===== config.mk =====
export PLATFORM = sky130hd
export DESIGN_NAME = rti_front
export DESIGN_NICKNAME = d
export VERILOG_FILES = /design/src/hdl/rti_pkg.sv /design/src/hdl/rti_front.sv
export SDC_FILE = /design/constraint.sdc
export NUM_CORES = 1
export LEC_CHECK = 0
export ABC_CLOCK_PERIOD_IN_PS = 3350
export BUFFER_PORTS_ARGS = -buffer_cell sky130_fd_sc_hd__buf_4
export CAP_MARGIN = 10
export CORE_AREA = 2 2 269 271
export DETAILED_ROUTE_END_ITERATION = 12
export DIE_AREA = 0 0 271 273
export SLEW_MARGIN = 20
export SYNTH_ARGS = -nofsm -noshare
export SYNTH_HDL_FRONTEND = slang
export SYNTH_SLANG_ARGS = --single-unit

===== constraint.sdc =====
create_clock -name clk -period 3.35 [get_ports clk]
set_input_delay 0.335 -clock clk [delete_from_list [all_inputs] [get_ports clk]]
set_output_delay 0.335 -clock clk [all_outputs]
set_load 0.02 [all_outputs]

===== src/hdl/rti_pkg.sv =====
package rti_pkg;

  localparam int CB = 32;
  localparam int FB = 16;
  localparam int CW = CB + 1;
  localparam int W = 4 * CW + 4;

  localparam int MUL_DIG = (CW + 7) / 8;
  localparam int MAW = MUL_DIG * 8;
  localparam int MCW = $clog2(MUL_DIG + 1);
  localparam int DCW = $clog2(CB + 1);

  localparam int QDEPTH = 2;
  localparam int QPW = $clog2(QDEPTH);
  localparam int QCW = $clog2(QDEPTH + 1);

  localparam logic OP_LOAD = 1'b0;
  localparam logic OP_TEST = 1'b1;

  localparam logic [1:0] SLOT_A = 2'd0;
  localparam logic [1:0] SLOT_B = 2'd1;
  localparam logic [1:0] SLOT_C = 2'd2;
  localparam logic [1:0] SLOT_NONE = 2'd3;

  localparam logic CFG_TMIN = 1'b0;
  localparam logic CFG_TMAX = 1'b1;

  // determinant slots and column codes
  localparam logic [1:0] DET_BETA = 2'd0;
  localparam logic [1:0] DET_GAMMA = 2'd1;
  localparam logic [1:0] DET_T = 2'd2;
  localparam logic [1:0] DET_A = 2'd3;
  localparam logic [1:0] COL_D = 2'd2;
  localparam logic [1:0] COL_AE = 2'd3;

  typedef logic signed [CB-1:0] coord_t;
  typedef logic signed [CW-1:0] col_t;
  typedef logic signed [W-1:0] wide_t;

  localparam logic [63:0] TMAX_WIDE = 64'd1000 << FB;
  localparam coord_t TMAX_RST = TMAX_WIDE[CB-1:0];

  typedef struct packed {
    logic                     is_test;
    logic [3:0][2:0][CW-1:0]  col;
    logic [2:0][CB-1:0]       pos;
  } entry_t;

  typedef enum logic [3:0] {
    S_IDLE, S_DET, S_DETW, S_SIGN, S_LIM, S_LIMW, S_CHECK,
    S_DIV, S_DIVW, S_HPT, S_HPTW, S_OUT
  } state_t;

  typedef enum logic [1:0] {PH_P, PH_Q, PH_T} phase_t;

  function automatic col_t cext(input coord_t v);
    return {v[CB-1], v};
  endfunction

  function automatic wide_t wext(input col_t v);
    return {{(W-CW){v[CW-1]}}, v};
  endfunction

  function automatic coord_t sat(input wide_t v);
    wide_t hi;
    wide_t lo;
    coord_t r;
    hi = '0;
    hi[CB-2:0] = '1;
    lo = ~hi;
    if (v > hi) r = {1'b0, {(CB-1){1'b1}}};
    else if (v < lo) r = {1'b1, {(CB-1){1'b0}}};
    else r = v[CB-1:0];
    return r;
  endfunction

endpackage


===== src/hdl/rti_front.sv =====
module rti_front (
  input  logic              clk,
  input  logic              rst,
  input  logic              start,
  input  logic              opcode,
  input  logic [1:0]        vertex_slot,
  input  rti_pkg::coord_t   pos_x,
  input  rti_pkg::coord_t   pos_y,
  input  rti_pkg::coord_t   pos_z,
  input  rti_pkg::coord_t   dir_x,
  input  rti_pkg::coord_t   dir_y,
  input  rti_pkg::coord_t   dir_z,
  input  logic              full,
  output logic              busy,
  output logic              push,
  output rti_pkg::entry_t   ent
);

  logic [8:0][rti_pkg::CB-1:0] vstore;
  logic [2:0][rti_pkg::CB-1:0] pos_v;
  logic [2:0][rti_pkg::CB-1:0] dir_v;

  assign pos_v = {pos_z, pos_y, pos_x};
  assign dir_v = {dir_z, dir_y, dir_x};
  assign busy = full;
  assign push = start && !full;

  always_ff @(posedge clk) begin
    if (rst) begin
      vstore <= '0;
    end else if (push && opcode == rti_pkg::OP_LOAD) begin
      case (vertex_slot)
        rti_pkg::SLOT_A: vstore[2:0] <= pos_v;
        rti_pkg::SLOT_B: vstore[5:3] <= pos_v;
        rti_pkg::SLOT_C: vstore[8:6] <= pos_v;
        default: ;
      endcase
    end
  end

  // columns a-b, a-c, d, a-e
  always_comb begin
    ent.is_test = (opcode == rti_pkg::OP_TEST);
    ent.pos = pos_v;
    for (int k = 0; k < 3; k++) begin
      ent.col[0][k] = rti_pkg::cext(vstore[k]) - rti_pkg::cext(vstore[3+k]);
      ent.col[1][k] = rti_pkg::cext(vstore[k]) - rti_pkg::cext(vstore[6+k]);
      ent.col[2][k] = rti_pkg::cext(dir_v[k]);
      ent.col[3][k] = rti_pkg::cext(vstore[k]) - rti_pkg::cext(pos_v[k]);
    end
  end

endmodule


# After elaboration in Yosys (flattened, before gate mapping)
# Index checks and enable logic that the tools add are counted.
[word_totals]
in_bits = 199
ram_bits = 0
elab_cells = 28
n_memories = 0
mem_bits_ro = 0
regBits = 288
output_inout_bits = 495
latchBits = 0
[op_classes]
mul = 0
reduce_logical = 7
n_bitwise = 1
magnitude_cmp = 0
n_eq_ne = 2
n_div = 0
mux = 0
shift = 0
addsub = 9
[ops]
columns = ["operator", "n"]
rows = [
  ["32-bit by 32-bit subtractor with 33-bit output", 9],
  ["2-bit AND reduction", 3],
  ["2-bit by 1-bit == test with 1-bit output, second input constant", 1],
  ["2-bit == test, second input constant", 1],
  ["1-bit logical AND", 2],
  ["2-bit logical NOT", 1],
  ["1-bit logical NOT", 1],
  ["1-bit NOT", 1],
]

# Logic depth before layout (Yosys ltp)
[depth]
ltp_word = 4
depth_mapped = 13
ltp_nobuf = 13

# Least setup slack after synthesis
# OpenSTA, ideal clock, no wires.
[synth_timing]
path_type = "register -> output"
start = "register vstore[32] (netlist bit)"
end = "output port ent[155] (netlist bit)"
arrival_time_ps = 3145
slack_ps = -130
n_path_buf = 0
stages_incl_launch_ff = 14
required_ps = 3015
cell_sequence = "dfxtp_1 inv_1 ha_1 fa_1 nand2b_1 a21oi_1 or3_1 a311oi_2 a21oi_1 a41oi_1 o31ai_1 nand3_1 o21bai_1 xor2_1"
[synth_lines]
columns = ["item", "line_no", "source"]
rows = [
  ["start: declaration", "rti_front.sv:19", "logic [8:0][rti_pkg::CB-1:0] vstore;"],
  ["end: declaration", "rti_front.sv:16", "output rti_pkg::entry_t ent"],
]

==> impl_metrics.csv <==
group,metric,value,unit
clock_network,clk_pin_slew,0.06,ns
global_routing,grt_max_degree,105,
clock_network,cts_tree,"built",
logic_synthesis,syn_area,25700,sq um
logic_synthesis,ys_warn_count,0,
logic_synthesis,ys_top_cells_by_area,"dfxtp_1 (22%), ha_1 (14%), nand2_1 (10%), a21oi_1 (10%), buf_4 (5.8%)",
outcome,violations,"negative setup slack",
logic_synthesis,synth_compound_area_frac,0.233,
logic_synthesis,ys_ff_latch,288,
detailed_routing,wl_per_cell,18.0,microns
logic_synthesis,synth_nets,4080,
worst_setup_path,path_max_fanout,3,
worst_setup_path,startpoint_type,"register",
logic_synthesis,syn-instance-count,3584,
job,cap_violations,0,
cells_and_area,syn_to_final_growth,48.0,%
logic_synthesis,yosys.area.top_type,"dfxtp_1",
logic_synthesis,yosysMostFrequentCell,"nand2_1",
clock_network,numCtsBuffers,39,
timing,setup_ws,-0.631,ns
logic_synthesis,syn_area_per_cell,7.16,sq um
placement,port_buffers,498,
cells_and_area,top_regs,"vstore: 288 flops",
clock_network,clock_sinks,288,
placement,place.gp.congestion,0.944,
logic_synthesis,synth_top_family_by_area,"compound AO/OA/AOI/OAI gates",
cells_and_area,nFillCells,6588,
die,die-area,74000,sq um
detailed_routing,drt-total-wl,94700,microns
logic_synthesis,synth-seq-area-share,0.225,
die,core-area,71000,sq um
timing,tightestPinTransition,0.785,ns
logic_synthesis,synthAdderAreaFrac,0.147,
min_path,min_path_type,"input port to register",
global_routing,grt_pass1_wl,142000,microns
die,fp-row-count,98,
global_routing,gr-usage-all-layers,0.238,
logic_synthesis,synthArstFlopShare,0,
clock_network,clock_latency,0.56,ns
logic_synthesis,yosysTopAreaCellShare,0.225,
die,die_h,273,microns
die,start_util,0.361,
power_and_ir_drop,p_leak,17.4,nW
timing,period_share,1.19,
logic_synthesis,synth_enable_flop_cells,0,
logic_synthesis,synth_cell_type_count,71,
worst_setup_path,crit_path_end_kind,"output pin",
detailed_routing,vias,26900,
worst_setup_path,reg2reg_from,"vstore[4]",
timing,max_freq,251,MHz
power_and_ir_drop,peakVddDrop,319,uV
placement,hpwl,69700,microns
clock_network,clockRootBuffer,"clkbuf_16",
logic_synthesis,synthFlopType,"dfxtp_1",
placement,preCtsSetupSlack,-0.543,ns
cells_and_area,fin_nets,4785,
global_routing,grt_pass1_vias,25400,
clock_network,hold_buffers,0,
cells_and_area,largest_reg_flops,288,
outcome,status,"finished with violations",
power_and_ir_drop,power.density,377,nW/um^2
worst_setup_path,arrival,3.65,ns
logic_synthesis,synth-xor-area-share,0.0871,
placement,dp.cells,5075,
detailed_routing,drc_errors,0,
global_routing,grt_overflow_total,0,
worst_setup_path,critPathLaunch,"vstore[0]",
die,die_x,271,microns
logic_synthesis,muxShareOfSynthArea,0.000780,
detailed_routing,ant_nets,0,
timing,skew,0,ns
die,boundaryPins,694,
logic_synthesis,netlist_top_cells_count,"nand2_1 (704), a21oi_1 (512), inv_1 (362), dfxtp_1 (288), ha_1 (288)",
timing,fin_tns_setup,-42.23,ns
cells_and_area,largest_register,"vstore",
timing,min_period,3.98,ns
cells_and_area,layoutNonFillerInstCount,5268,
timing,setup_viol,140,
cells_and_area,drive_above_1_share,0.363,
clock_network,h-tree-depth,2,
min_path,hold_start,"pos_x[11]",
timing,rsz0062_at_grt,"true",
timing,drv_slew,0,
detailed_routing,via_per_inst,5.11,
timing,relSlewSlack,0.477,
clock_network,cts.path.max_buffers,3,
detailed_routing,initialDrtViolationCount,1358,
worst_setup_path,worst_ep_required_time,3.01,ns
detailed_routing,first_pass_iters,5,
timing,hold_viol,0,
global_routing,antenna_found_initial,2,
logic_synthesis,synthSimpleGateAreaFrac,0.180,
worst_setup_path,crit_type,"register to output pin",
==> cells in the final DEF (no fill, tap or decap), drive strengths merged, types with 5 or more instances in the layout <==
cell type,n
o21ai,103
a31oi,29
xnor2,167
o22ai,11
dfxtp,288
o21a,41
or3,14
clkbuf,49
o21bai,32
buf,973
xor2,88
nand4,24
o31a,5
o211ai,14
nor2,132
o31ai,17
a21o,135
inv,364
a21oi,512
a211oi,16
nor3,30
a211o,11
and2,11
nand3,39
nor2b,36
a31o,6
ha,288
and3,17
nand2,704
fa,9
nor4,8
clkinv,13
a21boi,6
or2,11
nand2b,40
==> worst max-delay path, cell delays in order, from the launching register on <==
cell       delay (ns)
dfxtp_2          0.33
inv_2            0.04
buf_6            0.11
ha_4             0.16
fa_2             0.33
nor2b_1          0.11
o21ai_1          0.10
a21bo_2          0.24
a211o_1          0.33
o2111ai_1        0.09
buf_4            0.19
o22a_4           0.16
a31oi_4          0.11
o21ai_2          0.16
nand4_1          0.14
a221o_1          0.34
buf_6            0.14
==> power breakdown <==
part           switching (mW)  internal [mW]  leakage [nW]  total (mW)
logic                    3.52           3.12          14.4        6.64
registers              0.0339           3.46          2.35        3.50
clock network            1.69           2.49         0.637        4.18
==> cell type report <==
type | instances | area [sq um] | area share
diodes | 2 | 5.00 | 0.000132
clock buffers | 49 | 1100 | 0.0291
clock inverters | 19 | 176 | 0.00465
inverters | 362 | 1360 | 0.0359
multi-input cells | 2625 | 20300 | 0.534
flip-flops and latches | 288 | 5840 | 0.154
well taps | 950 | 1190 | 0.0313
repair buffers | 973 | 8010 | 0.211
==> cell families after synthesis <==
logic type / after synthesis
AOI/OAI and AO/OA: 990
xor gates and xnor gates: 255
adders and majority gates: 297
buffers and inverters: 671
DFF: 288
muxes: 2
and+or+nand+nor: 1081
==> worst paths after layout <==
check | endpoint | slack (ns) | cells past startpoint
max reg2reg | vstore[4] | 2.28 | 6
max | ent[128] | -0.63 | 16
min reg2reg | vstore[133] | 0.45 | 2
min | vstore[107] | 0.05 | 3
==> metal layers <==
| layer | routed length (microns) | GRT usage | part of all wire |
|---|---|---|---|
| met1 | 40900 | 0.299 | 0.43 |
| met4 | 2820 | 0.0769 | 0.030 |
| met2 | 46400 | 0.419 | 0.49 |
| met5 | 0 | 0 | 0 |
| met3 | 4680 | 0.0338 | 0.049 |
==> repair_timing <==
item                       in CTS  in global routing
resized for setup             573                298
pin swaps                     298                237
buffers inserted               77                 86
setup endpoints to repair     181                182
==> per-stage QoR <==
stage	utilization	power, mW	hold WS (ns)	area (sq um)
after floorplan	-	6.63	0.436	25700
after global placement	0.444	8.86	0.442	31500
after detailed placement	0.444	8.86	0.446	31500
after CTS	0.509	13.9	0.0123	36100
after global routing	0.535	14.9	0.0424	38000
final	0.535	14.3	0.0491	38000
(Power assumes the default switching activity.)
