`config.mk`:
```
export PLATFORM = sky130hd
export DESIGN_NAME = rti_queue
export DESIGN_NICKNAME = d
export VERILOG_FILES = /design/src/hdl/rti_pkg.sv /design/src/hdl/rti_queue.sv
export SDC_FILE = /design/constraint.sdc
export NUM_CORES = 1
export LEC_CHECK = 0
export BUFFER_PORTS_ARGS = -buffer_cell sky130_fd_sc_hd__buf_2
export CAP_MARGIN = 20
export CELL_PAD_IN_SITES_DETAIL_PLACEMENT = 1
export CELL_PAD_IN_SITES_GLOBAL_PLACEMENT = 1
export CORE_AREA = 2 2 384 386
export CTS_BUF_LIST = sky130_fd_sc_hd__clkbuf_8
export DETAILED_ROUTE_END_ITERATION = 12
export DIE_AREA = 0 0 386 388
export PLACE_DENSITY = 0.51
export SLEW_MARGIN = 20
export SYNTH_ARGS = -nofsm -noshare
export SYNTH_HDL_FRONTEND = slang
export SYNTH_SLANG_ARGS = --single-unit
```
`constraint.sdc`:
```
create_clock -name clk -period 26.5 [get_ports clk]
set_clock_uncertainty 0.2 [all_clocks]
set_input_delay 5.3 -clock clk [delete_from_list [all_inputs] [get_ports clk]]
set_output_delay 5.3 -clock clk [all_outputs]
set_load 0.05 [all_outputs]
```
`src/hdl/rti_pkg.sv`:
```
package rti_pkg;

  localparam int CB = 32;
  localparam int FB = 16;
  localparam int CW = CB + 1;
  localparam int W = 4 * CW + 4;

  localparam int MUL_DIG = (CW + 7) / 8;
  localparam int MAW = MUL_DIG * 8;
  localparam int MCW = $clog2(MUL_DIG + 1);
  localparam int DCW = $clog2(CB + 1);

  localparam int QDEPTH = 2;
  localparam int QPW = $clog2(QDEPTH);
  localparam int QCW = $clog2(QDEPTH + 1);

  localparam logic OP_LOAD = 1'b0;
  localparam logic OP_TEST = 1'b1;

  localparam logic [1:0] SLOT_A = 2'd0;
  localparam logic [1:0] SLOT_B = 2'd1;
  localparam logic [1:0] SLOT_C = 2'd2;
  localparam logic [1:0] SLOT_NONE = 2'd3;

  localparam logic CFG_TMIN = 1'b0;
  localparam logic CFG_TMAX = 1'b1;

  // determinant slots and column codes
  localparam logic [1:0] DET_BETA = 2'd0;
  localparam logic [1:0] DET_GAMMA = 2'd1;
  localparam logic [1:0] DET_T = 2'd2;
  localparam logic [1:0] DET_A = 2'd3;
  localparam logic [1:0] COL_D = 2'd2;
  localparam logic [1:0] COL_AE = 2'd3;

  typedef logic signed [CB-1:0] coord_t;
  typedef logic signed [CW-1:0] col_t;
  typedef logic signed [W-1:0] wide_t;

  localparam logic [63:0] TMAX_WIDE = 64'd1000 << FB;
  localparam coord_t TMAX_RST = TMAX_WIDE[CB-1:0];

  typedef struct packed {
    logic                     is_test;
    logic [3:0][2:0][CW-1:0]  col;
    logic [2:0][CB-1:0]       pos;
  } entry_t;

  typedef enum logic [3:0] {
    S_IDLE, S_DET, S_DETW, S_SIGN, S_LIM, S_LIMW, S_CHECK,
    S_DIV, S_DIVW, S_HPT, S_HPTW, S_OUT
  } state_t;

  typedef enum logic [1:0] {PH_P, PH_Q, PH_T} phase_t;

  function automatic col_t cext(input coord_t v);
    return {v[CB-1], v};
  endfunction

  function automatic wide_t wext(input col_t v);
    return {{(W-CW){v[CW-1]}}, v};
  endfunction

  function automatic coord_t sat(input wide_t v);
    wide_t hi;
    wide_t lo;
    coord_t r;
    hi = '0;
    hi[CB-2:0] = '1;
    lo = ~hi;
    if (v > hi) r = {1'b0, {(CB-1){1'b1}}};
    else if (v < lo) r = {1'b1, {(CB-1){1'b0}}};
    else r = v[CB-1:0];
    return r;
  endfunction

endpackage

```
`src/hdl/rti_queue.sv`:
```
module rti_queue (
  input  logic             clk,
  input  logic             rst,
  input  logic             push,
  input  rti_pkg::entry_t  din,
  input  logic             pop,
  output rti_pkg::entry_t  dout,
  output logic             full,
  output logic             empty
);

  rti_pkg::entry_t mem [rti_pkg::QDEPTH];
  logic [rti_pkg::QPW-1:0] wp;
  logic [rti_pkg::QPW-1:0] rp;
  logic [rti_pkg::QCW-1:0] cnt;

  assign full = (cnt == rti_pkg::QCW'(rti_pkg::QDEPTH));
  assign empty = (cnt == '0);
  assign dout = mem[rp];

  always_ff @(posedge clk) begin
    if (push) mem[wp] <= din;
  end

  always_ff @(posedge clk) begin
    if (rst) begin
      wp <= '0;
      rp <= '0;
      cnt <= '0;
    end else begin
      if (push) wp <= wp + 1'b1;
      if (pop) rp <= rp + 1'b1;
      if (push && !pop) cnt <= cnt + 1'b1;
      else if (pop && !push) cnt <= cnt - 1'b1;
    end
  end

endmodule

```
# After elaboration in Yosys (flattened, before gate mapping)
# Memory sizes are Yosys's and may differ from the RTL's. A register that Yosys moved wholly into a read port is not among the register bits.
# Cells that the tools add are included.
# word_totals
reg_bits,4
ramBits,986
in_bits,497
word_cells,21
mem_count,1
# memory_table
name,words,word_bits,rd,rd_clocked_by_memory_dff,write_ports,line,source
mem,2,493,1,1,1,rti_queue.sv:12,rti_pkg::entry_t mem [rti_pkg::QDEPTH];
# op_classes
n_addsub,4
n_eq_ne,1
mux,6
n_reduce_logical,6
# op_table
operator,n
two-way mux 1 bit,4
two-way mux 2 bit,2
"adder 1 bit, second input constant",2
"adder 2 x 1 -> 2 bit, second input constant",1
"equality test 2 bit, second input constant",1
logical AND 1 bit,2
logical NOT 1 bit,2
logical NOT 2 bit,1
nonzero test 2 bit,1
"subtractor 2 x 1 -> 2 bit, second input constant",1

# Logic depth before layout (Yosys ltp)
# Gate-level depths: netlist (run 1).
# logic_depth
word_depth,4
depth_mapped,5

# Worst setup path before layout (run 1)
# Ideal clock, no wire load.
# synth_timing
kind,input -> register
startpoint,input push
endpoint,"memory mem[0][0] (netlist bit), enable pin"
arrival_time_ns,26.439
required_ns,24.880
setup_slack_ns,-1.559
stages,1
path_cell_list,nor2b_1
# synth_via
elab_chain_len,2
# synth_rtl
element,line,source
"start, declared",rti_queue.sv:4,"input logic push,"
two-way mux 1 bit,rti_queue.sv:22,if (push) mem[wp] <= din;
two-way mux 1 bit (implied by the code),rti_queue.sv:22,
"end, declared",rti_queue.sv:12,
# No other way between the ends.

==> flow_summary.toml, run 1 <==
[status]
outcome = "finished clean"

[yosys]
ys_ff_latch = 991
syn_area_um2 = 36120
avgSynthCellArea_um2 = 23.21
ys.warnings.count = 0
ys_seq_area_share_pct = 82.25
synthDistinctLibCells = 18
synthesis.nets = 2054
synth_cells = 1556

[power]
power_mw = 3.781
p_clk_share_pct = 33.6
power.leakage_nw = 17.17
combPwrFrac_pct = 17.3
switching_share_pct = 29.92
seqPwrFrac_pct = 49.1
internal_power_mw = 2.650
netSwitchingPower_mw = 1.131
vdd_ir_drop_max_mv = 0.05326
p_per_area_nw_per_um2 = 81.76

[placed_design]
dpl-instance-area_um2 = 43060
dp_hpwl_mm = 73.09
gp_congestion = 0.8384
port_buffers = 991

[route]
drt-total-wl_mm = 102.8
drc = 0
vias_per_cell = 4.042
wl_per_cell_um = 21.62
dr.pass1.iters = 4
drtIter0Drc = 988
ant_nets = 0
vias = 19220

[sta]
fmax_mhz = 90.38
fin_crit_ns = 11.06
setup_violations = 0
rsz0062_at_grt = "false"
period_share_pct = 41.75
max_slew_margin_pct = 28.18
slew_viol_final = 0
timing.setup.tns_ns = 0
holdWs_ns = 0.3292
worst_pin_slew_ns = 1.077
hold_viol = 0

[clocking]
cts_root_buf = "clkbuf_8"
hold_buffers = 0
h-tree-depth = 4
cts_setup_buffers = 0
clock_sinks = 991
cts_resized = 0
clk_pin_slew_ns = 0.06
cts-buffers-inserted = 175
cts_tree = "done"
clockBufferDepth = 3
clk_latency_ns = 0.82

[worst_setup_path]
ff2ff_setup_slack_ns = 22.37
worstPathMaxFanout = 75
ff2ff_path_depth = 4
r2r_start = "wp"
cp.required_ns = 21.00
critPathCapture = "dout[486]"
crit_path_start_kind = "flop"
crit_type = "flop to primary output"
crit_arrival_ns = 5.56
end_kind = "primary output"
r2r-end = "mem[1][118]"

[cells_and_area]
layout.nets = 3187
synthToLayoutAreaGrowth_pct = 28.05
final_core_util_pct = 31.85
drive_gt1_share_pct = 60.65
stdcell_area_um2 = 46250

[global_routing]
grt_pass1_wl_mm = 144.0
grt_use_total_pct = 13.19
grt_start_max_net_pins = 152
grt_pass1_vias = 21250
antenna_found_initial = 56
gr-total-overflow = 0

[die]
die_area_um2 = 149800
num_rows = 140
start_util_pct = 24.87
die_y_um = 388
io-pin-count = 992
core_area_um2 = 145200
dieWidth_um = 386

[min_path]
hold_class = "flop to flop"
hold_path_depth = 2

[flow_run]
drv_cap = 0
state kept, by name, summed over array words and instances (netlist names), named ones only:
signal / flops
wp: 1
cnt: 2
mem: 986
rp: 1
cell type report:
cell class              count  area, um^2
diodes                     23       57.56
clock buffers             177        2436
clock inverters           127       661.9
fillers                 15190       98960
inverters                   1       3.754
multi-input cells         509        5813
flip-flops and latches    991       29710
well taps                1917        2399
repair buffers           1011        5166
synthesized netlist by cell type:
cell	n	area share (%)
buf_2	2	0.028
dfxtp_1	5	0.28
mux2_2	444	14
ha_1	1	0.035
xnor2_1	2	0.049
xor2_1	2	0.049
and2_1	1	0.017
or3_1	1	0.017
inv_1	1	0.010
mux2_4	40	1.7
o21ai_0	1	0.014
mux2_1	9	0.28
edfxtp_1	986	82
buf_6	52	1.6
a21oi_1	1	0.014
nor2b_1	2	0.035
nor2_1	5	0.052
buf_4	1	0.021
metal layers:
metal  vias up  GRT usage [%]  wire length [um]
li1       8579              -                 -
met1      9557          13.57             36600
met2       785          23.02             53440
met3       236          5.887              9450
met4        66          5.568              2910
met5         -              0               403
power groups by stage:
| stage | registers [mW] | clock network (mW) | logic (mW) |
|---|---|---|---|
| floorplan | 1.92 | 0 | 0.482 |
| global placement | 1.89 | 0 | 0.654 |
| detailed placement | 1.89 | 0 | 0.663 |
| CTS | 1.86 | 1.32 | 0.665 |
| global route | 1.87 | 1.39 | 0.683 |
| finish | 1.86 | 1.27 | 0.655 |
logic make-up after synthesis:
group,synth area share [%]
flops,82.25
compound gates,0.02769
simple gates,0.1213
xor+xnor,0.09701
buf+inv,1.680
mux,15.79
fa+ha+maj,0.03464
cell usage in the layout, fill, tap and decap left out, drive strengths merged:
| master | n |
|---|---|
| dfxtp | 5 |
| inv | 69 |
| o21ai | 1 |
| bufinv | 2 |
| nor2b | 2 |
| xnor2 | 2 |
| buf | 1011 |
| and2 | 1 |
| mux2 | 493 |
| clkinvlp | 3 |
| a21oi | 1 |
| clkinv | 54 |
| clkbuf | 177 |
| xor2 | 2 |
| edfxtp | 986 |
| diode | 23 |
| nor2 | 5 |
| or3 | 1 |
| ha | 1 |
worst min-delay path by stage:
stage               startpoint  endpoint  slack [ns]
floorplan               cnt[1]    cnt[1]        0.26
global placement        cnt[1]    cnt[1]        0.29
detailed placement          rp        rp        0.32
CTS                         rp        rp        0.34
global route                rp        rp        0.36
finish                  cnt[1]    cnt[1]        0.33
through the flow:
stage,setup WS [ns],instances
after global placement,16.32,4428
after detailed placement,16.16,4428
after CTS,15.14,4732
after floorplan,7.733,1556
after global routing,14.92,4749
final,15.44,4756
worst max-delay path, cell delays in order, from the launching register on:
cell	delay, ns
dfxtp_4	0.48
buf_4	0.80
buf_4	0.89
buf_4	0.91
buf_4	0.76
mux2_2	0.43
buf_2	0.22
Note: power is estimated with default switching activity, not from simulation.
==> run 2, diff against run 1 <==
Settings changed: ABC_AREA from default to 1, CORE_AREA 2 2 384 386 to 2 2 383 385, DIE_AREA 0 0 386 388 to 0 0 385 387, PLACE_DENSITY 0.51 to 0.53.
Clock period 26.5 ns to 9.85 ns, I/O delays scaled along.
==> flow_summary.toml, run 2 <==
[yosys]
synthesis.nets = 2065
synth_edf_count = 986
synth_cells = 1567
syn_area_um2 = 38170
avgSynthCellArea_um2 = 24.36
synthTopCellsByCount = "edfxtp_1, mux2_4, buf_12"
synthDistinctLibCells = 18
ys.warnings.count = 0
yosysTopAreaCell = "edfxtp_1"
netlist.area_leader.share_pct = 77.56
synthArstFlopShare_pct = 0
yosysMostFrequentCell = "edfxtp_1"
ys_seq_area_share_pct = 77.83
ys_ff_latch = 991
ys_top_cells_by_area = "edfxtp_1, mux2_4, buf_12"
synth_ff_type = "edfxtp_1"

[global_routing]
grt_pass1_wl_mm = 144.8
grt_pass1_vias = 21560
grt_start_max_net_pins = 154
gr-total-overflow = 0
grt_use_total_pct = 13.28
antenna_found_initial = 57

[worst_setup_path]
critPathMaxStageDelay_ns = 1.05
worstPathMaxFanout = 105
crit_path_start_kind = "flop"
end_kind = "primary output"
cp_num_buf_inv = 3
crit_top_cell = "buf_12"
path_cells = "buf_12 > buf_12 > mux2_2 > buf_2"
crit_type = "flop to primary output"
cp_top_family = "buffers and inverters"
critPathSlowestCell = "dfxtp_4"
cp.required_ns = 7.68
crit_arrival_ns = 3.83

[cells_and_area]
layout.cells.non_filler = 4762
mostFrequentLayoutCell = "buf_2"
largest_register_ffs = 986
mostFrequentLayoutCells = "buf_2, edfxtp_1, mux2_4"
reg_top3 = "mem (986), cnt (2)"
top_register = "mem"
synthToLayoutAreaGrowth_pct = 25.69
final_core_util_pct = 33.12
layout.nets = 3193
drive_gt1_share_pct = 60.72

[placed_design]
port_buffers = 991
gp_congestion = 0.7938
dp_hpwl_mm = 72.59
dp.cells = 4439

[sta]
rsz0062_at_grt = "false"
setup_violations = 0
holdWs_ns = 0.3305
worst_pin_slew_ns = 1.048
fin_crit_ns = 6.003
fmax_mhz = 166.6
timing.setup.tns_ns = 0
max_slew_margin_pct = 30.15
slew_viol_final = 0
hold_viol = 0
period_share_pct = 60.94

[clocking]
cts_resized = 0
h-tree-depth = 4
clk_pin_slew_ns = 0.06
hold_buffers = 0
cts_tree = "done"
clock_sinks = 991
clk_latency_ns = 0.85
cts_root_buf = "clkbuf_8"
cts_setup_buffers = 0
cts-buffers-inserted = 171
clockBufferDepth = 3

[die]
start_util_pct = 26.35
die_area_um2 = 149000
dieWidth_um = 385
core_area_um2 = 144900
num_rows = 140
io-pin-count = 992
die_y_um = 387

[route]
vias = 19260
ant_nets = 0
vias_per_cell = 4.044
drc = 0
wl_per_cell_um = 21.56
drt-total-wl_mm = 102.6
drtIter0Drc = 799
dr.pass1.iters = 4

[min_path]
hold_class = "flop to flop"

[power]
p_per_area_nw_per_um2 = 211.9
vdd_ir_drop_max_mv = 0.1237
power.leakage_nw = 18.83
power_mw = 10.16

[status]
outcome = "finished clean"

[flow_run]
drv_cap = 0
==> run 2: cell count changes after synthesis, moves of 8 or more <==
cell    delta
mux2_4   +430
mux2_2   -421
buf_6     -51
buf_12    +44
mux2_1     -9
buf_8      +8
inv_1      +8
==> run 2: cells by family after synthesis <==
kind of cell / Yosys count / synth area share [%]
DFF: 991 / 77.83
muxes: 493 / 19.16
buffers and inverters: 64 / 2.766
and+or+nand+nor: 15 / 0.1606
AOI/OAI and AO/OA: 2 / 0.02620
xor gates and xnor gates: 1 / 0.02295
adders and majority gates: 1 / 0.03277
==> run 2: path summary, 6_finish.rpt <==
check | start | to | slack [ns] | cells past startpoint
max | flop | dout[479] | 3.85 | 4
min | rp | rp | 0.33 | 2
max reg2reg | wp | mem[1][238] | 6.74 | 5
min reg2reg | rp | rp | 0.33 | 2
==> run 2: where the power goes <==
part	switching (mW)	leakage (nW)	total, mW	internal, mW
logic	1.24	7.73	1.80	0.565
registers	0.0680	9.30	4.96	4.90
clock network	1.67	1.80	3.40	1.73
==> run 2: worst reg2reg max path: stages (launching register included) <==
cell	delay, ns
dfxtp_1	0.48
nand2_8	0.07
clkinvlp_4	0.40
buf_12	0.27
buf_12	0.39
buf_12	0.60
==> run 2: through the flow <==
step	worst slack, ns	cell area (um^2)
global route	3.576	47950
floorplan	-0.1822	38210
detailed placement	4.677	44860
CTS	3.655	47920
finish	3.847	47980
global placement	4.726	44840
==> run 2: final cells by class <==
| type | instances | area, um^2 |
|---|---|---|
| flip-flops and latches | 991 | 29710 |
| multi-input cells | 512 | 7432 |
| repair buffers | 1010 | 5265 |
| clock inverters | 126 | 656.9 |
| fillers | 14950 | 96890 |
| well taps | 1917 | 2399 |
| diodes | 22 | 55.05 |
| clock buffers | 175 | 2409 |
| inverters | 9 | 50.05 |
==> run 2: layer usage <==
layer / vias to the layer above / global-route usage [%] / routed length (um)
li1: 8573 / - / -
met1: 9639 / 13.43 / 36310
met2: 757 / 23.89 / 53470
met3: 227 / 6.073 / 10020
met4: 60 / 4.482 / 2461
met5: - / 0 / 385
==> run 3, diff against run 2 <==
Clock period 9.85 ns to 5.2 ns, I/O delays scaled along.
==> flow_summary.toml, run 3 (same netlist as run 2, synthesis figures left out) <==
[global_routing]
antenna_found_initial = 58
grt_pass1_vias = 21850
grt_use_total_pct = 13.76
gr-total-overflow = 0
grt_start_max_net_pins = 140
grt_pass1_wl_mm = 148.9

[cells_and_area]
drive_gt1_share_pct = 61.12
final_core_util_pct = 33.33
layout.nets = 3231
mostFrequentLayoutCells = "buf_2, edfxtp_1, mux2_4"
stdcell_area_um2 = 48280
top_register = "mem"
largest_register_ffs = 986
mostFrequentLayoutCell = "buf_2"
fillCellCount = 14960
synthToLayoutAreaGrowth_pct = 26.48
reg_top3 = "mem (986), cnt (2)"

[die]
core_area_um2 = 144900
die_y_um = 387
io-pin-count = 992
dieWidth_um = 385
num_rows = 140
die_area_um2 = 149000
start_util_pct = 26.35

[sta]
setup_violations = 0
slew_viol_final = 0
rsz0062_at_grt = "false"
fin_crit_ns = 4.259
hold_viol = 0
setup_slack_ns = 0.9412
fmax_mhz = 234.8
worst_pin_slew_ns = 1.070
max_slew_margin_pct = 28.69
period_share_pct = 81.90

[flow_run]
drv_cap = 0

[worst_setup_path]
crit_type = "flop to primary output"
critPathSlowestCell = "dfxtp_4"
ff2ff_path_depth = 4
critPathMaxStageDelay_ns = 0.71
critPathCapture = "dout[123]"
cp_top_family = "buffers and inverters"
crit_arrival_ns = 3.02
cp_num_buf_inv = 3
path_cells = "buf_12 > buf_4 > mux2_4 > buf_2"
end_kind = "primary output"
ff2ff_setup_slack_ns = 2.89
cp.required_ns = 3.96
path_depth = 4
crit_path_start_kind = "flop"
r2r-end = "mem[1][191]"
worstPathMaxFanout = 29
r2r_start = "wp"

[status]
outcome = "finished clean"

[clocking]
cts_resized = 0
clk_pin_slew_ns = 0.06
cts_tree = "done"
clockBufferDepth = 3
h-tree-depth = 4
cts-buffers-inserted = 173
hold_buffers = 0
cts_root_buf = "clkbuf_8"
clock_sinks = 991
cts_setup_buffers = 0
clk_latency_ns = 0.86

[route]
vias_per_cell = 4.060
drt-total-wl_mm = 106.1
dr.pass1.iters = 4
drtIter0Drc = 990
ant_nets = 0
drc = 0
vias = 19510
wl_per_cell_um = 22.08

[placed_design]
dpl-instance-area_um2 = 45100
pre_cts_ws_ns = 1.771
dp_hpwl_mm = 77.27
port_buffers = 991
gp_congestion = 0.8308

[power]
power.leakage_nw = 19.01
vdd_ir_drop_max_mv = 0.2258
p_per_area_nw_per_um2 = 402.0

[min_path]
hold_class = "input port to flop"
## run 3: area by class of cell
class / count / area [um^2] / share of cell area [%]
clock buffer: 174 / 2395 / 4.960
tap: 1917 / 2399 / 4.968
multi-input combinational: 512 / 7432 / 15.39
inverter: 9 / 50.05 / 0.1037
antenna: 26 / 65.06 / 0.1348
timing repair buffer: 1046 / 5510 / 11.41
sequential: 991 / 29710 / 61.54
clock inverter: 131 / 719.4 / 1.490
## run 3: routing by layer
layer | wire length [um] | track usage [%] | part of all wire (%) | vias to the layer above
met3 | 10330 | 6.230 | 9.7 | 256
met4 | 4350 | 6.939 | 4.1 | 44
met1 | 36730 | 13.76 | 35 | 9712
met5 | 272 | 0 | 0.26 | -
li1 | - | - | - | 8654
met2 | 54430 | 23.92 | 51 | 844
## run 3: per-stage QoR
stage	hold slack, ns	power (mW)	TNS (ns)	instances
6_report	0.1582	19.41	0	4806
5_1_grt	0.04471	20.19	0	4802
4_1_cts	0.001391	19.76	0	4780
3_5_place_dp	0.3219	13.04	0	4475
3_3_place_gp	0.3088	12.98	0	4475
2_1_floorplan	0.2799	12.31	-3776.52	1567
## run 3: how the worst min path moves through the flow
stage | cells past startpoint | slack, ns | start | end
6_report | 1 | 0.16 | din[441] | mem[1][441]
5_1_grt | 1 | 0.04 | din[214] | mem[0][214]
4_1_cts | 1 | 0.001 | din[214] | mem[0][214]
3_5_place_dp | 2 | 0.32 | rp | rp
3_3_place_gp | 2 | 0.31 | cnt[0] | cnt[0]
2_1_floorplan | 2 | 0.28 | rp | flop
## run 3: report_power, final
part | switching (mW) | leakage, nW | internal (mW)
registers | 0.126 | 9.30 | 9.27
clock network | 3.27 | 1.80 | 3.29
logic | 2.36 | 7.91 | 1.08
